## src/rtl/core/wcrs_div_cell.sv

```systemverilog
`timescale 1ns / 1ps
// ----------------------------------------------------------------------------
// wcrs_div_cell
// One registered restoring division step, resolving a single quotient bit.
// ----------------------------------------------------------------------------
module wcrs_div_cell #(
  parameter int NW = 34,
  parameter int DW = 18,
  parameter int QBIT = 33
) (
  input  logic          clk,
  input  logic          en,
  input  logic [NW-1:0] n_in,
  input  logic [DW-1:0] d_in,
  input  logic [NW-1:0] q_in,
  input  logic [DW-1:0] rem_in,
  output logic [NW-1:0] n_out,
  output logic [DW-1:0] d_out,
  output logic [NW-1:0] q_out,
  output logic [DW-1:0] rem_out
);

  logic [DW:0]   trial;
  logic [DW:0]   diff;
  logic          ge;
  logic [NW-1:0] q_next;

  assign trial = {rem_in, n_in[QBIT]};
  assign ge = trial >= {1'b0, d_in};
  assign diff = trial - {1'b0, d_in};

  always_comb begin
    q_next = q_in;
    q_next[QBIT] = ge;
  end

  always_ff @(posedge clk) begin
    if (en) begin
      n_out <= n_in;
      d_out <= d_in;
      q_out <= q_next;
      // The remainder stays below the divisor, so the top bit is always clear.
      rem_out <= ge ? diff[DW-1:0] : trial[DW-1:0];
    end
  end

endmodule

```

## config.mk

```make
export PLATFORM = sky130hd
export DESIGN_NAME = wcrs_div_cell
export DESIGN_NICKNAME = d
export VERILOG_FILES = /design/src/rtl/core/wcrs_div_cell.sv
export SDC_FILE = /design/constraint.sdc
export NUM_CORES = 1
export LEC_CHECK = 0
export ABC_AREA = 1
export BUFFER_PORTS_ARGS = -buffer_cell sky130_fd_sc_hd__buf_2
export CORE_MARGIN = 5
export CORE_UTILIZATION = 51
export DETAILED_ROUTE_END_ITERATION = 8
export PLACE_DENSITY = 0.91
export SLEW_MARGIN = 10
export SYNTH_ARGS = -nofsm -noshare
export SYNTH_HDL_FRONTEND = slang
export SYNTH_SLANG_ARGS = --single-unit
```

## constraint.sdc

```tcl
create_clock -name clk -period 2.6 [get_ports clk]
set_input_delay 0.13 -clock clk [delete_from_list [all_inputs] [get_ports clk]]
set_output_delay 0.13 -clock clk [all_outputs]
set_load 0.03 [all_outputs]
```

==> reports/qor.yml <==
status:
  outcome: "finished clean"
logic_synthesis:
  netlist_area_mm2: 0.00468
  post-synth-top-area-fraction_pct: 66.7
  synth.avg_cell_area_um2: 11.9
  yosysTopAreaCell: "edfxtp_1"
  yosysUniqueCellTypes: 29
  synth-seq-cells: 104
  synth-seq-area-share_pct: 66.7
  synthCells: 394
  synth.area.top_cells: "edfxtp_1 (67%), nand2_1 (8.5%), ha_1 (4.8%)"
  syn-num-nets: 519
  yosysWarnings: 0
worst_setup_path:
  crit_path_end_kind: "register"
  path_buf_inv: 4
  cp.required_ns: 2.72
  crit_family: "buffers and inverters"
  critPathMaxStageDelay_ns: 0.54
  crit_fanout: 11
  crit_path_frequent_cell: "nand2_1"
  path_class: "in -> reg"
  crit_slowest_cell: "dlygate4sd3_1"
  crit_arrival_ns: 2.45
  path_cells: "dlygate4sd3_1 > buf_2 > inv_1 > ha_1 > nand2_1 > nand2_1 > a21oi_4 > nand2_1 > nand2_1 > nand4_2 > buf_4 > nand3_1 > nand2_1"
  cp-start-kind: "primary input"
worst_hold_path:
  holdPathStages: 3
  min_path_type: "in -> reg"
  min_from: "rem_in[5]"
  hold_end: "rem_out[6]$_DFFE_PP_"
timing:
  maxSlewViolCount: 0
  finalSetupViolations: 0
  setup_tns_ns: 0
  tightest_slew_ns: 0.527
  finalHoldViolCount: 0
  rsz0062_at_grt: "no"
  final.period_utilization_pct: 89.6
  max_slew_margin_pct: 64.8
  min_period_ns: 2.33
  clock.fmax_mhz: 429
layout:
  layout.nets: 823
  layout_commonest_cell: "buf_2"
  drive_gt1_share_pct: 37.0
  fillers: 552
  fin_area_mm2: 0.00690
  final_cell_mix: "buf_2 (207), nand2_1 (106), edfxtp_1 (104)"
  area_growth_pct: 47.5
drt:
  drtIter0Drc: 324
  avgRoutedWirePerCell_um: 19.2
  wirelength_mm: 15.7
  ant_nets: 0
  dr.pass1.iters: 5
  drc: 0
  via_count: 4167
  via_per_inst: 5.11
global_routing:
  grt_max_degree: 40
  grt_pass1_wl_mm: 23.6
  antenna_found_initial: 1
  grt.overflow.total: 0
  grtUsageTotal_pct: 27.7
  grt_pass1_vias: 4295
die:
  start_util_pct: 51.4
  io_pins: 210
  die_h_um: 106
  core_area_mm2: 0.00911
  die_area_mm2: 0.0112
  fp.dieW_um: 106
  rows: 35
place:
  place_area_mm2: 0.00586
  routabilityCongestion: 0.929
  hpwl_mm: 9.64
  port_buffers: 208
power_and_ir_drop:
  p_int_uw: 2770
  p_seq_share_pct: 50.0
  p_leak_uw: 0.00326
  vdd_drop_max_v: 0.000281
  p_clk_share_pct: 23.7
  powerDensity_mw_per_mm2: 601
  p_sw_share_pct: 33.3
  comb_power_share_pct: 26.2
  switchingPower_uw: 1380
cts:
  cts_max_level: 3
  cts.path.max_buffers: 2
  cts_resized: 0
  numCtsBuffers: 9
  cts-root-buf: "clkbuf_8"
  cts_tree: "done"
  path_clk_slew_ns: 0.11
  cts.sink_count: 104
run:
  max_cap_viol_count: 0
## metrics by stage
step	worst slack (ns)	hold slack [ns]	cells	power [uW]	util [%]
after floorplan	0.889	0.229	394	2720	-
after global placement	0.443	0.308	713	3020	64.4
after detailed placement	0.419	0.308	713	3050	64.4
after CTS	0.274	0.0673	814	4090	75.8
after global routing	0.108	0.0715	815	4300	75.8
final	0.271	0.0880	815	4150	75.8
## kinds of logic (layout without fill, tap and decap cells)
logic type      Yosys count  count (layout)  synth area share [%]
simple gates            195             195                  19.8
flops                   104             104                  66.7
buf+inv                  55             364                  4.97
fa+ha+maj                19              19                  5.24
compound gates           13              13                  1.76
xor+xnor                  8               8                  1.50
other cells               0               1                     0
## layer usage
layer  track usage, %  up-vias  share of wire (%)
met3             7.78       45                8.6
li1                 -     1933                  -
met2             49.7      218                 52
met1             30.9     1971                 36
met5                0        -                  0
met4             11.2        0                4.0
## cells in the mapped netlist
| cell | instances |
|---|---|
| xor2_1 | 8 |
| ha_1 | 18 |
| nand3b_1 | 9 |
| nand4_2 | 1 |
| o21bai_1 | 1 |
| nand2_2 | 12 |
| or2_2 | 1 |
| nor3_1 | 2 |
| nand3_2 | 7 |
| buf_6 | 3 |
| o21ai_1 | 1 |
| a21oi_2 | 1 |
| a21oi_1 | 8 |
| nand2_4 | 1 |
| nor2_2 | 5 |
| edfxtp_1 | 104 |
| nor2_1 | 20 |
| a21oi_4 | 1 |
| nor2_4 | 1 |
| nand3_1 | 27 |
| and2_1 | 1 |
| nor3_2 | 1 |
| o21ai_0 | 1 |
| fa_1 | 1 |
| inv_2 | 2 |
| nand2_1 | 106 |
| buf_4 | 1 |
| or2_0 | 1 |
| inv_1 | 49 |
## worst min-delay path: stages
cell and delay (ns):
buf_2 0.09, nand3_1 0.07, nand2_1 0.06
## state kept, by name (all words and copies together), names as in the netlist
register and cells:
q_out 34, d_out 18, n_out 34, rem_out 18
## power groups by stage
stage / logic (uW) / registers (uW) / clock network, uW
after floorplan: 297 / 2420 / 0
after global placement: 935 / 2090 / 0
after detailed placement: 956 / 2100 / 0
after CTS: 1060 / 2060 / 967
after global routing: 1160 / 2090 / 1060
final: 1090 / 2070 / 984
## final cells by class
type                            instances  area [um^2]  share of cell area [%]
Antenna cell                            1         2.50                  0.0363
Clock buffer                            9          124                    1.79
Clock inverter                          7         62.6                   0.906
Inverter                               51          191                    2.77
Multi-Input combinational cell        235         1320                    19.2
Sequential cell                       104         3120                    45.2
Tap cell                              111          139                    2.01
Timing Repair Buffer                  297         1940                    28.1
## worst max-delay path by stage
stage / from / slack (ns) / end / depth (start not counted)
detailed placement: d_in[14] / 0.42 / rem_out[15]$_DFFE_PP_ / 10
CTS: d_in[14] / 0.27 / rem_out[15]$_DFFE_PP_ / 11
global placement: d_in[14] / 0.44 / rem_out[15]$_DFFE_PP_ / 10
global route: d_in[14] / 0.11 / rem_out[9]$_DFFE_PP_ / 11
finish: d_in[8] / 0.27 / rem_out[15]$_DFFE_PP_ / 13
floorplan: n_in[33] / 0.89 / rem_out[12]$_DFFE_PP_ / 13
## repair_timing
item                                   in CTS  in global routing
setup buffers                               0                  0
hold buffers                               85                  0
endpoints found under the hold margin      85                  0
(Power assumes the default switching activity.)
