### src/rtl/core/wcrs_pkg.sv
`timescale 1ns / 1ps
// ----------------------------------------------------------------------------
// wcrs_pkg
// Shared types, register indexes and constants of the corner radius and
// speed planner.
// ----------------------------------------------------------------------------
package wcrs_pkg;

  localparam int CFG_IDX_W = 3;
  localparam int CFG_DATA_W = 32;

  localparam logic [CFG_IDX_W-1:0] REG_DEFAULT_RADIUS  = 3'd0;
  localparam logic [CFG_IDX_W-1:0] REG_RADIUS_GAIN     = 3'd1;
  localparam logic [CFG_IDX_W-1:0] REG_RADIUS_MAX      = 3'd2;
  localparam logic [CFG_IDX_W-1:0] REG_MIN_TURN_RADIUS = 3'd3;
  localparam logic [CFG_IDX_W-1:0] REG_REDUCTION_GAIN  = 3'd4;
  localparam logic [CFG_IDX_W-1:0] REG_MAX_THR_SPEED   = 3'd5;
  localparam logic [CFG_IDX_W-1:0] REG_SPEED_LIMIT     = 3'd6;
  localparam logic [CFG_IDX_W-1:0] REG_FLOOR_SPEED     = 3'd7;

  localparam logic [15:0] ANGLE_PI = 16'd32768;
  localparam int Z_W = 32;          // binary angle, 2^32 is one turn
  localparam int Z_SHIFT = 15;      // half angle code into binary angle
  localparam int RATIO_SHIFT = 16;  // ratio is x/y in Q18.16 at the defaults
  localparam int PROD_SHIFT = 24;   // Q16.16 * Q8.8 * Q16.16 back to Q16.16
  localparam int RED_SHIFT = 23;
  localparam int T_W = 48;          // min_turn_radius * radius_gain
  localparam int T_SPLIT = 24;
  localparam int SAT_BIT = 56;      // product at or above 2^56 exceeds 32 bits

  typedef struct packed {
    logic [15:0] ang;
    logic        ang_valid;
    logic [1:0]  wp_type;
    logic [31:0] req;
    logic        y_nonpos;
    logic        x_nonpos;
  } side_t;

  function automatic logic signed [Z_W-1:0] atan_val(input int step);
    logic signed [Z_W-1:0] v;
    case (step)
      0: v = 32'sd536870912;
      1: v = 32'sd316933406;
      2: v = 32'sd167458907;
      3: v = 32'sd85004756;
      4: v = 32'sd42667331;
      5: v = 32'sd21354465;
      6: v = 32'sd10679838;
      7: v = 32'sd5340245;
      8: v = 32'sd2670163;
      9: v = 32'sd1335087;
      10: v = 32'sd667544;
      11: v = 32'sd333772;
      12: v = 32'sd166886;
      13: v = 32'sd83443;
      14: v = 32'sd41722;
      15: v = 32'sd20861;
      16: v = 32'sd10430;
      17: v = 32'sd5215;
      18: v = 32'sd2608;
      19: v = 32'sd1304;
      20: v = 32'sd652;
      21: v = 32'sd326;
      22: v = 32'sd163;
      23: v = 32'sd81;
      default: v = '0;
    endcase
    return v;
  endfunction

endpackage

### src/rtl/core/wcrs_cordic_cell.sv
`timescale 1ns / 1ps
// ----------------------------------------------------------------------------
// wcrs_cordic_cell
// One registered CORDIC rotation step with a fixed shift and arctangent.
// ----------------------------------------------------------------------------
module wcrs_cordic_cell
  import wcrs_pkg::*;
#(
  parameter int XW = 19,
  parameter int STEP = 0
) (
  input  logic                 clk,
  input  logic                 en,
  input  logic signed [XW-1:0] x_in,
  input  logic signed [XW-1:0] y_in,
  input  logic signed [Z_W-1:0] z_in,
  output logic signed [XW-1:0] x_out,
  output logic signed [XW-1:0] y_out,
  output logic signed [Z_W-1:0] z_out
);

  logic signed [XW-1:0] dx;
  logic signed [XW-1:0] dy;

  // Arithmetic shift rounds towards minus infinity.
  assign dx = y_in >>> STEP;
  assign dy = x_in >>> STEP;

  always_ff @(posedge clk) begin
    if (en) begin
      if (z_in >= 0) begin
        x_out <= x_in - dx;
        y_out <= y_in + dy;
        z_out <= z_in - atan_val(STEP);
      end else begin
        x_out <= x_in + dx;
        y_out <= y_in - dy;
        z_out <= z_in + atan_val(STEP);
      end
    end
  end

endmodule

### config.mk
export PLATFORM = sky130hd
export DESIGN_NAME = wcrs_cordic_cell
export DESIGN_NICKNAME = d
export VERILOG_FILES = /design/src/rtl/core/wcrs_pkg.sv /design/src/rtl/core/wcrs_cordic_cell.sv
export SDC_FILE = /design/constraint.sdc
export NUM_CORES = 1
export LEC_CHECK = 0
export BUFFER_PORTS_ARGS = -buffer_cell sky130_fd_sc_hd__clkbuf_2
export CORE_MARGIN = 5
export CORE_UTILIZATION = 58
export CTS_CLUSTER_DIAMETER = 50
export CTS_CLUSTER_SIZE = 25
export DETAILED_ROUTE_END_ITERATION = 10
export PLACE_DENSITY_LB_ADDON = 0.08
export RECOVER_POWER = 25
export SETUP_SLACK_MARGIN = 0.3
export SLEW_MARGIN = 20
export SYNTH_ARGS = -nofsm -noshare
export SYNTH_HDL_FRONTEND = slang
export SYNTH_SLANG_ARGS = --single-unit
### constraint.sdc
create_clock -name clk -period 5.1 [get_ports clk]
set_input_delay 0.51 -clock clk [delete_from_list [all_inputs] [get_ports clk]]
set_output_delay 0.51 -clock clk [all_outputs]
set_load 0.02 [all_outputs]
==> results.md, run 1 <==
- In the final routed layout, each cell accounts on average for 18.5 microns.
- The slowest stage of the critical path belongs to the cell clkbuf_1.
- The data required time of the worst path is 4960 ps.
- The count of clock tree sinks is 69.
- The finished cells cover 6210 sq um.
- Counting the fill cells in the layout gives 695.
- The net count after synthesis is 653.
- The total vias in the final route is 4438.
- The critical path in this run is classified as in2reg.
- The area of the core is 8760 sq um.
- For this block, wires on met1 add up to 6.16 mm.
- The flow ran to the end, but the final reports show violations.
- The number of buffers and inverters on the critical path is 2.
- In the final layout, flip-flops and latches occupy 2070 sq um.
- The area growth from synthesis to layout is 18.0%.
- The distinct cell type count of the synthesized netlist is 74.
- Port buffering added 141 buffers.
- The quantity of gates resized following cts is 0.
- After synthesis the cells add up to 5260 sq um.
- Setup repair after global routing left no endpoint under its margin.
- Traced cell by cell, the critical path runs through clkbuf_2 -> clkbuf_1.
- The top cell type by area accounts for 39.4% of the synthesized area.
- The pre-CTS worst setup slack is 2100 ps.
- The part of the cycle the worst path needs is 62.5%.
- The post-route netlist has 28.5% of its cells at a drive strength greater than 1.
- The number of detailed-route iterations in the first pass is 5.
- The first global-routing pass estimated 22.1 mm of wire.
- Summed over all failing endpoints, the final setup total negative slack is 0 ps.
- In the detailed route, the total length drawn on met2 is 6.41 mm.
- The residual antenna-violating net count after detailed routing is 0.
- The total leakage power is 2.81 nW.
- Power comes to 1.88 mW.
- In this run the power density over the cells is 302 nW/um^2.
- Synthesis handed over a netlist of 519 instances.
- The synthesis-stage register bit count is 69.
- Summed over all layers, the routed wires come to 14.1 mm.
- The worst IR drop on VDD is 0.149 mV.
- The number of global-route vias before repair is 4285.
- Max-cap violations in this run came to 1.
- In this run the top signal layer used is met4.
- The repair_antennas step left the layout with diodes totalling 0.
- The number of buffers inserted during clock tree synthesis is 9.
- The number of buffers inserted by post-CTS setup repair is 0.
- The clock root buffer is clkbuf_8.
- The clock passes through at most 2 buffers.
- The kind of start point of the critical path is a primary input.
- The clock tree from TritonCTS is yes.
- The smallest setup slack after layout is 1910 ps.
- The final layout contains 783 nets.
- Detailed placement ended at an HPWL of 11.5 mm.
- The element type at the critical path end is a flop.
- For this run, the top clock speed supported by timing is 314 MHz.
- The Yosys step of the flow raised 0 warnings.
- The post-synthesis async set-or-reset flop share is 0%.
- The clock-pin slew on the worst setup and hold paths is 70 ps.
- In this run, the number of DRC markers left after iteration 0 of detailed routing was 437.
- The checks that failed: capacitance limit, slew limit.
- Ranked by total cell area, the synthesized netlist is headed by edfxtp_1, ha_1, a21oi_1, xnor2_1, inv_1.
- The number of levels in the clock H-tree is 3.
- The die covers 11100 sq um.
- The final count of pins violating max slew came to 70.
- The share of the Yosys chip area taken by registers is 39.4%.
- The number of hold buffers added after CTS was 0.
- The vertical extent of the die is 105 microns.
- The starting density of the core is 60.1%.
- The remaining max-slew budget at the tightest pin is -130%.
- The worst hold path belongs to the class in2reg.
- Dividing the detail-routed via count by the number of cells gives 5.83.
- The cell taking the most area after synthesis is edfxtp_1.
- The I/O pin count is 142.
- The measured slew at the worst slew-check pin is 3450 ps.
- The hold path startpoint is z_in[19].
- The library cells used most frequently in the layout, excluding fill and tap cells, are clkbuf_2, edfxtp_1, ha_1, a21oi_1, inv_1.
- For this run, the total global-route usage over all layers was measured as 24.7%.
- The total overflow reported by the global router is 0.
- The worst setup path startpoint is en.
- In this design, the largest share of critical-path delay is due to buffers and inverters.
- Counting tap cells, the placed design contains a total of 746 instances.
- The die is 105 microns wide.
- After detailed routing, the number of remaining DRC violations is 0.
- The row count is 34.
- The routed length on met3 is 1.33 mm.
- STA puts the critical path data arrival time at 3050 ps.
- The primary flip-flop cell chosen by synthesis mapping is edfxtp_1.
- The congestion estimate from routability-driven global placement came to 0.935.
- The number of antenna violations at the first check in global routing is 0.
- Entering global routing, the biggest net connects 70 pins.
- The stage delay of the slowest cell on the critical path is 2410 ps.
- The most common library cell in the layout ignoring fill and taps is clkbuf_2.
- The minimum period implied by the final worst setup slack is 3190 ps.
- Setup violations remaining at the end of the flow were counted as 0.
- The largest driver fanout on the critical path is 69.
- A synthesized cell averages 10.1 sq um.
- The number of hold-slack violations in the final timing report is 0.
- The count of non-filler cells in the finished layout is 761.
- The number of flops mapped to enable cells by yosys is 69.
- The multi-input combinational cells in the finished layout cover a total of 2820 sq um.
- The placed standard-cell area is 5980 sq um.
==> path summary, 6_finish.rpt <==
check,end,slack [ps],cells past startpoint
max,z_out[5],1910,2
min,z_out[19],350,1
==> report_power, final <==
group / switching (mW) / internal (mW)
registers: 0.0221 / 0.722
logic: 0.397 / 0.216
clock network: 0.198 / 0.323
==> flip-flops by register name (all words and copies together), names as in the netlist <==
| signal | flops |
|---|---|
| x_out | 18 |
| y_out | 19 |
| z_out | 32 |
==> per-layer routing <==
| layer | up-vias | global-route usage [%] |
|---|---|---|
| met1 | 2064 | 35.6 |
| li1 | 2115 | - |
| met3 | 18 | 5.32 |
| met4 | 0 | 5.84 |
| met2 | 241 | 38.2 |
| met5 | - | 0 |
==> cells by family (layout without fill, tap and decap cells) <==
kind of cell | count (synthesis) | count (layout) | share of synthesized area, %
xor+xnor | 36 | 36 | 5.99
mux | 8 | 8 | 1.55
flops | 69 | 69 | 39.4
fa+ha+maj | 62 | 62 | 15.3
buf+inv | 83 | 217 | 7.04
simple gates | 108 | 108 | 10.1
compound gates | 153 | 153 | 20.7
==> final cells by class <==
| type | instances | share of cell area, % |
|---|---|---|
| multi-input combinational | 367 | 45.4 |
| clock buffer | 9 | 1.99 |
| clock inverter | 6 | 1.81 |
| tap | 108 | 2.18 |
| inverter | 58 | 3.59 |
| sequential | 69 | 33.4 |
| timing repair buffer | 144 | 11.6 |
==> per-stage QoR <==
| stage | utilization [%] | hold WS (ps) |
|---|---|---|
| 2_1_floorplan | - | 609 |
| 3_3_place_gp | 68.2 | 688 |
| 4_1_cts | 70.9 | 330 |
| 5_1_grt | 70.9 | 327 |
| 6_report | 70.9 | 346 |
| 3_5_place_dp | 68.2 | 689 |
==> Yosys cell counts (2+ instances only) <==
master,count
a21oi_1,56
mux2i_1,7
nor2_1,36
nor4_1,2
nand4_1,10
inv_1,52
inv_2,3
nor3_1,9
buf_2,6
and3_1,4
a31oi_1,4
nand2_1,20
o21ai_1,3
inv_4,2
a21o_1,9
o311ai_2,2
buf_6,3
a2111oi_0,3
a221oi_2,2
o21bai_2,2
o21ai_0,24
clkbuf_1,8
nand3b_1,2
nor2b_1,9
xnor2_1,31
ha_1,58
nand2b_1,2
o21bai_1,6
o211ai_1,9
o31ai_1,2
nand3_1,6
o21a_1,3
fa_1,4
o41ai_1,3
buf_4,6
xor2_1,5
edfxtp_1,69
Note: power is estimated with default switching activity, not from simulation.
==> inputs of run 2 (changes only) <==
--- a/config.mk
+++ b/config.mk
@@ -5,9 +5,10 @@
 export SDC_FILE = /design/constraint.sdc
 export NUM_CORES = 1
 export LEC_CHECK = 0
+export ABC_AREA = 1
 export BUFFER_PORTS_ARGS = -buffer_cell sky130_fd_sc_hd__clkbuf_2
 export CORE_MARGIN = 5
-export CORE_UTILIZATION = 58
+export CORE_UTILIZATION = 55
 export CTS_CLUSTER_DIAMETER = 50
 export CTS_CLUSTER_SIZE = 25
 export DETAILED_ROUTE_END_ITERATION = 10
==> constraint.sdc (replaced) <==
create_clock -name clk -period 3.1 [get_ports clk]
set_input_delay 0.31 -clock clk [delete_from_list [all_inputs] [get_ports clk]]
set_output_delay 0.31 -clock clk [all_outputs]
set_load 0.02 [all_outputs]
==> results.md, run 2 <==
- The element type at the critical path end was a flop (unchanged).
- The cell count after placement is 1012 (was 746).
- The worst setup path startpoint is x_in[10] (was en).
- The cell taking the most area after synthesis is edfxtp_1 (unchanged).
- The largest delay contributor family on the critical path is simple AND/OR/NAND/NOR gates (was buffers and inverters).
- The area taken by flip-flops and latches is 2070 sq um (unchanged).
- The worst slack on hold paths came to 147 ps (was 346 ps).
- The most common library cell in the layout ignoring fill and taps is nand2_1 (was clkbuf_2).
- The synthesized instance count came to 752 (was 519).
- The final count of pins violating max slew is 70 (unchanged).
- The synthesis-stage register bit count is 69 (unchanged).
- The total die area is 12400 sq um (was 11100 sq um).
- The total vias in the final route is 5402 (was 4438).
- The routability-driven placement congestion ratio is 0.932 (was 0.935).
- The largest buffer count on any clock path is 2 (unchanged).
- The average wire length per cell after detail routing is 15.5 microns (was 18.5 microns).
- The pre-CTS worst setup slack is 699 ps (was 2100 ps).
- The post-route total power came to 2.90 mW (was 1.88 mW).
- Outcome: finished, violations left (unchanged).
- The number of flops mapped to enable cells by yosys is 69 (unchanged).
- The vertical extent of the die is 112 microns (was 105 microns).
- The power density of the placed cells is 437 nW/um^2 (was 302 nW/um^2).
- The hold buffer count at CTS came to 0 (unchanged).
- The most numerous cell in the Yosys netlist is nand2_1 (was edfxtp_1).
- The type of the worst setup path is in2reg (unchanged).
- The count of routing violations after the opening detailed-route iteration was 339 (was 437).
- The area of all placed cells without fillers is 6630 sq um (was 6210 sq um).
- The data required time of the worst path is 3190 ps (was 4960 ps).
- The core utilization of the finished layout is 65.1% (was 70.9%).
- The placed standard-cell area is 6460 sq um (was 5980 sq um).
- The net count after synthesis is 886 (was 653).
- The count of filler cells inserted in the layout came to 936 (was 695).
- The quantity of gates resized following cts is 0 (unchanged).
- The area added between synthesis and finish is 16.9% (was 18.0%).
- The row count came to 37 (was 34).
- The post-synthesis cell area is 5670 sq um (was 5260 sq um).
- The count of non-filler cells in the finished layout is 1027 (was 761).
- The share of the synthesized area in the top cell type came to 36.6% (was 39.4%).
- Violations in the final reports: capacitance limit, slew limit (unchanged).
- The post-synthesis async set-or-reset flop share is 0% (unchanged).
- The number of levels in the clock H-tree is 3 (unchanged).
- The number of buffers inserted by post-CTS setup repair is 0 (unchanged).
- The flip-flop count of the largest register, all copies and words added came to 32 (unchanged).
- The total leakage power is 3.48 nW (was 2.81 nW).
- The measured slew at the worst slew-check pin came to 1680 ps (was 3450 ps).
- The I/O pin count was 142 (unchanged).
- The worst hold path endpoint was z_out[17] (was z_out[19]).
- The distinct cell type count of the synthesized netlist is 32 (was 74).
- The fraction of the yosys area taken by sequential cells was 36.6% (was 39.4%).
- The pin count of the biggest net entering global routing is 70 (unchanged).
- The area occupied by multi-input gates is 3060 sq um (was 2820 sq um).
- The average cell area after synthesis is 7.54 sq um (was 10.1 sq um).
- The clock root buffer is clkbuf_8 (unchanged).
- The proportion of layout cells with a drive suffix above 1 came to 19.2% (was 28.5%).
- The number of vias per cell was 5.26 (was 5.83).
- The count of antenna diodes in the layout is 0 (unchanged).
- The register with the highest flop count was z_out (unchanged).
- Largest cells by area after synthesis: edfxtp_1, nand2_1, ha_1, inv_1, nand3_1 (was edfxtp_1, ha_1, a21oi_1, xnor2_1, inv_1).
- The type of the most critical hold path was in2reg (unchanged).
- The total overflow reported by the global router came to 0 (unchanged).
- The sum of negative setup slack came to 0 ps (unchanged).
- The clock tree from TritonCTS is yes (unchanged).
- The most numerous cell type found on the critical path is nand2_1.
- The cell with the biggest individual delay on the critical path is ha_1 (was clkbuf_1).
- The residual antenna-violating net count after detailed routing was 0 (unchanged).
- Most used cells in the layout excluding fill and tap cells: nand2_1, clkbuf_2, inv_1, nand3_1, edfxtp_1 (was clkbuf_2, edfxtp_1, ha_1, a21oi_1, inv_1).
- The number of cells on the worst hold path came to 1 (unchanged).
- The area of the core is 10200 sq um (was 8760 sq um).
- Synth cell count leaders: nand2_1, inv_1, nand3_1 (was edfxtp_1, ha_1, a21oi_1).
- The detailed-route wire length is 15.9 mm (was 14.1 mm).
- The number of buffers and inverters on the critical path is 2 (unchanged).
- The final routed DRC violation total is 0 (unchanged).
- The remaining max-slew budget at the tightest pin was -12.0% (was -130%).
- The wire length of the first global-routing pass is 26.0 mm (was 22.1 mm).
- Cell Chain, Critical Path: clkbuf_2 -> inv_1 -> ha_1 -> nand2_1 -> nor2_1 -> nand2_1 -> nor2_1 -> nand2_1 -> nand3_1 -> nand2_1 -> nand3_1 -> nand2_1 (was clkbuf_2 -> clkbuf_1).
- The part of the cycle the worst path needs is 68.0%.
- The smallest setup slack after layout is 991 ps (was 1910 ps).
- The count of buffers from port buffering is 141 (unchanged).
- The worst path in the final design needs a cycle of 2110 ps, including I/O delays and setup.
- The primary flip-flop cell chosen by synthesis mapping is edfxtp_1 (unchanged).
- The half-perimeter wire length of the detailed placement result came to 13.1 mm (was 11.5 mm).
- The die span in x is 112 microns (was 105 microns).
- The total routing usage reported by global routing is 25.7% (was 24.7%).
- The largest driver fanout on the critical path came to 10 (was 69).
- The highest achievable clock rate is 474 MHz.
- The number of synthesis warnings came to 0 (unchanged).
- The starting density of the core is 55.7% (was 60.1%).
- Largest registers in the final layout: z_out: 32 flops, y_out: 19 flops, x_out: 18 flops (unchanged).
- The number of buffers inserted during clock tree synthesis is 9 (unchanged).
- The number of violations of the max-capacitance limit was 1 (unchanged).
- The net total in the final layout was 1021 (was 783).
- The hold path startpoint is z_in[17] (was z_in[19]).
- The number of detailed-route iterations in the first pass is 5 (unchanged).
- The count of clock tree sinks came to 69 (unchanged).
- The number of antenna violations at the first check in global routing is 0 (unchanged).
- The stage delay of the slowest cell on the critical path is 540 ps (was 2410 ps).
- The number of global-route vias before repair is 5308 (was 4285).
- The kind of start point of the critical path was a primary input (unchanged).
- Setup repair after global routing missed its margin: no (unchanged).
- The worst IR drop on VDD is 0.242 mV (was 0.149 mV).
- The data arrival time of the critical path is 2200 ps (was 3050 ps).
- The final setup violation count is 0 (unchanged).
- The clock-pin slew on the worst setup and hold paths is 70 ps (about the same).
- The number of hold-slack violations in the final timing report is 0 (unchanged).
[run 2: final cells by class]
class	instances	area share [%]
clock inverter	6	0.831
inverter	109	6.17
timing repair buffer	146	11.1
sequential	69	31.3
tap	136	2.57
multi-input combinational	552	46.2
clock buffer	9	1.87
[run 2: per-layer routing]
metal  vias up  track usage (%)  share of wire, %
met5         -                0                 0
met4         0             6.57               1.2
met3        14             4.89               8.9
met2       247             41.6                45
met1      2452             35.8                45
li1       2689                -                 -
[run 2: worst max path at each step]
| stage | to | slack, ps | cells past startpoint |
|---|---|---|---|
| CTS | x_out[18] | 1060 | 12 |
| global placement | y_out[18] | 720 | 12 |
| detailed placement | x_out[18] | 700 | 12 |
| global route | y_out[15] | 860 | 12 |
| finish | x_out[18] | 990 | 12 |
| floorplan | x_out[16] | 1250 | 11 |
[run 2: power by group]
group	internal (mW)	switching, mW
clock network	0.358	0.323
registers	1.16	0.0311
logic	0.323	0.697
[run 2: cell families after synthesis]
kind of cell               after synthesis  share of synthesized area, %
xor gates and xnor gates                17                          2.63
DFF                                     69                          36.6
adders and majority gates               62                          14.2
buffers and inverters                  131                          9.40
AOI/OAI and AO/OA                       89                          8.63
and+or+nand+nor                        382                          28.2
muxes                                    2                         0.353
==> inputs of run 3 (changes only) <==
--- a/config.mk
+++ b/config.mk
@@ -5,10 +5,10 @@
 export SDC_FILE = /design/constraint.sdc
 export NUM_CORES = 1
 export LEC_CHECK = 0
-export ABC_AREA = 1
+export ABC_AREA = 0
 export BUFFER_PORTS_ARGS = -buffer_cell sky130_fd_sc_hd__clkbuf_2
 export CORE_MARGIN = 5
-export CORE_UTILIZATION = 55
+export CORE_UTILIZATION = 49
 export CTS_CLUSTER_DIAMETER = 50
 export CTS_CLUSTER_SIZE = 25
 export DETAILED_ROUTE_END_ITERATION = 10
==> constraint.sdc (replaced) <==
create_clock -name clk -period 1.71 [get_ports clk]
set_input_delay 0.171 -clock clk [delete_from_list [all_inputs] [get_ports clk]]
set_output_delay 0.171 -clock clk [all_outputs]
set_load 0.02 [all_outputs]
==> results.md, run 3 (synthesized netlist as in run 1, its figures left out) <==
- The sum of negative setup slack is -5520 ps (was 0 ps).
- The die span in x came to 114 microns (was 112 microns).
- The average wire length per cell after detail routing came to 19.0 microns (was 15.5 microns).
- The number of vias per cell came to 5.34 (was 5.26).
- The fraction of power consumed by sequential logic was 36.9% (was 41.2%).
- The vertical extent of the die is 114 microns (was 112 microns).
- The total leakage power is 3.76 nW (was 3.48 nW).
- The cell with the biggest individual delay on the critical path is fa_2 (was ha_1).
- The clock root buffer is clkbuf_8 (unchanged).
- The number of levels in the clock H-tree came to 3 (unchanged).
- The number of cells on the worst hold path is 1 (unchanged).
- The clock tree from TritonCTS is yes (unchanged).
- The worst IR drop on VDD is 0.515 mV (was 0.242 mV).
- The proportion of layout cells with a drive suffix above 1 was 52.6% (was 19.2%).
- The count of routing violations after the opening detailed-route iteration came to 424 (was 339).
- The count of non-filler cells in the finished layout is 969 (was 1027).
- The number of violations of the max-capacitance limit is 1 (unchanged).
- The routability-driven placement congestion ratio was 0.943 (was 0.932).
- Setup repair after global routing missed its margin: yes (was no).
- The measured slew at the worst slew-check pin is 1640 ps (was 1680 ps).
- The count of filler cells inserted in the layout came to 663 (was 936).
- The net total in the final layout was 963 (was 1021).
- The power dissipated by switching net loads came to 2.14 mW (was 1.05 mW).
- The count of clock tree sinks is 69 (unchanged).
- The kind of start point of the critical path is a primary input (unchanged).
- The count of antenna diodes in the layout came to 0 (unchanged).
- The clock-pin slew on the worst setup and hold paths is 60 ps (was 70 ps).
- The post-route total power is 6.03 mW (was 2.90 mW).
- The hold path startpoint is z_in[10] (was z_in[17]).
- The count of buffers from port buffering was 141 (unchanged).
- The number of antenna violations at the first check in global routing came to 0 (unchanged).
- The smallest setup slack after layout is -409 ps (was 991 ps).
- The data required time of the worst path was 1800 ps (was 3190 ps).
- The data arrival time of the critical path is 2210 ps (was 2200 ps).
- Outcome: finished, violations left (unchanged).
- The remaining max-slew budget at the tightest pin is -9.02% (was -12.0%).
- The type of the most critical hold path is in2reg (unchanged).
- The starting density of the core is 50.5% (was 55.7%).
- The I/O pin count is 142 (unchanged).
- The total vias in the final route was 5174 (was 5402).
- The pin count of the biggest net entering global routing is 70 (unchanged).
- The residual antenna-violating net count after detailed routing is 0 (unchanged).
- The row count is 37 (unchanged).
- Most used cells in the layout excluding fill and tap cells: buf_4, clkbuf_2, edfxtp_1, ha_1, inv_1 (was nand2_1, clkbuf_2, inv_1, nand3_1, edfxtp_1).
- Dividing the final minimum period by the clock period gives 124%.
- The largest driver fanout on the critical path is 4 (was 10).
- The highest achievable clock rate is 472 MHz.
- The area added between synthesis and finish was 58.1% (was 16.9%).
- The type of the worst setup path is in2reg (unchanged).
- The total overflow reported by the global router is 0 (unchanged).
- The number of detailed-route iterations in the first pass is 5 (unchanged).
- The wire length of the first global-routing pass was 27.9 mm (was 26.0 mm).
- Violations in the final reports: capacitance limit, slew limit, setup timing (was capacitance limit, slew limit).
- The total routing usage reported by global routing is 27.3% (was 25.7%).
- The final routed DRC violation total came to 0 (unchanged).
- The detailed-route wire length was 18.4 mm (was 15.9 mm).
- The minimum period implied by the final worst setup slack is 2120 ps.
- The most common library cell in the layout ignoring fill and taps is buf_4 (was nand2_1).
- The clock share of power is 17.6% (was 23.5%).
- The worst slack on hold paths is 4.33 ps (was 147 ps).
- The half-perimeter wire length of the detailed placement result was 14.0 mm (was 13.1 mm).
- The number of global-route vias before repair is 5399 (was 5308).
- The number of buffers inserted during clock tree synthesis is 9 (unchanged).
- The element type at the critical path end is a flop (unchanged).
- The cell count after placement is 920 (was 1012).
- The internal power contribution is 3.89 mW (was 1.85 mW).
- The net switching fraction of the power was 35.5% (was 36.3%).
- The worst setup path startpoint is y_in[0] (was x_in[10]).
- The number of hold-slack violations in the final timing report was 0 (unchanged).
- The flip-flop count of the largest register, all copies and words added came to 32 (unchanged).
- The largest buffer count on any clock path is 2 (unchanged).
- The area of the core is 10400 sq um (was 10200 sq um).
- The final count of pins violating max slew is 70 (unchanged).
- The share of total power in combinational logic is 45.5% (was 35.2%).
- Cell Chain, Critical Path: buf_12 -> clkbuf_1 -> ha_4 -> fa_2 -> nor2b_4 -> o211ai_1 -> nand3b_1 -> a31oi_2 -> o21ba_2 -> mux2i_1 -> xnor2_1 (was clkbuf_2 -> inv_1 -> ha_1 -> nand2_1 -> nor2_1 -> nand2_1 -> nor2_1 -> nand2_1 -> nand3_1 -> nand2_1 -> nand3_1 -> nand2_1).
- The stage delay of the slowest cell on the critical path is 400 ps (was 540 ps).
- The total die area came to 12900 sq um (was 12400 sq um).
- The final setup violation count is 25 (was 0).
- The power density of the placed cells was 725 nW/um^2 (was 437 nW/um^2).
- The core utilization of the finished layout is 79.9% (was 65.1%).
- The worst hold path endpoint is z_out[10] (was z_out[17]).
- Largest registers in the final layout: z_out: 32 flops, y_out: 19 flops, x_out: 18 flops (unchanged).
- The register with the highest flop count is z_out (unchanged).
## run 3: repair_timing
action	in CTS	in global routing
gates resized for setup	70	59
pin swaps	46	45
endpoints found under the hold margin	8	5
endpoints found under the setup margin	30	31
hold buffers	8	5
cloned	0	0
buffers inserted	15	6
## run 3: layer usage
layer | part of all wire, % | GRT usage (%)
met1 | 43 | 37.3
met2 | 48 | 45.5
met3 | 7.0 | 3.82
met4 | 1.7 | 7.05
met5 | 0 | 0
## run 3: worst max-delay path, delay by kind of cell
kind / cells / cell delay [ps]
muxes: 1 / 250
AOI/OAI and AO/OA: 3 / 480
adders and majority gates: 2 / 580
xor gates and xnor gates: 1 / 120
buffers and inverters: 2 / 230
and+or+nand+nor: 2 / 380
## run 3: how the worst max path moves through the flow
| stage | to | slack, ps | cells after the start |
|---|---|---|---|
| after global placement | x_out[14] | -700 | 11 |
| final | x_out[14] | -410 | 11 |
| after floorplan | x_out[13] | -390 | 9 |
| after global routing | x_out[14] | -460 | 11 |
| after detailed placement | x_out[14] | -780 | 11 |
| after CTS | y_out[18] | -310 | 10 |
## run 3: power groups by stage
stage	clock [mW]	sequential, mW	combinational [mW]
5_1_grt	1.16	2.24	2.92
2_1_floorplan	0	2.52	1.03
4_1_cts	1.06	2.22	2.56
3_5_place_dp	0	2.26	2.33
3_3_place_gp	0	2.24	2.27
6_report	1.06	2.22	2.74
## run 3: metrics by stage
stage	setup WS [ps]	cell area, sq um
after floorplan	-387	5500
after global placement	-696	7340
after detailed placement	-779	7340
after CTS	-308	8030
after global routing	-459	8320
final	-409	8320
## run 3: area by class of cell
| class | count | area, sq um | share of cell area, % |
|---|---|---|---|
| well taps | 136 | 170 | 2.04 |
| repair buffers | 324 | 2240 | 27.0 |
| clock inverters | 3 | 13.8 | 0.165 |
| inverters | 58 | 243 | 2.92 |
| multi-input cells | 367 | 3440 | 41.4 |
| flip-flops and latches | 69 | 2070 | 24.9 |
| clock buffers | 12 | 135 | 1.62 |
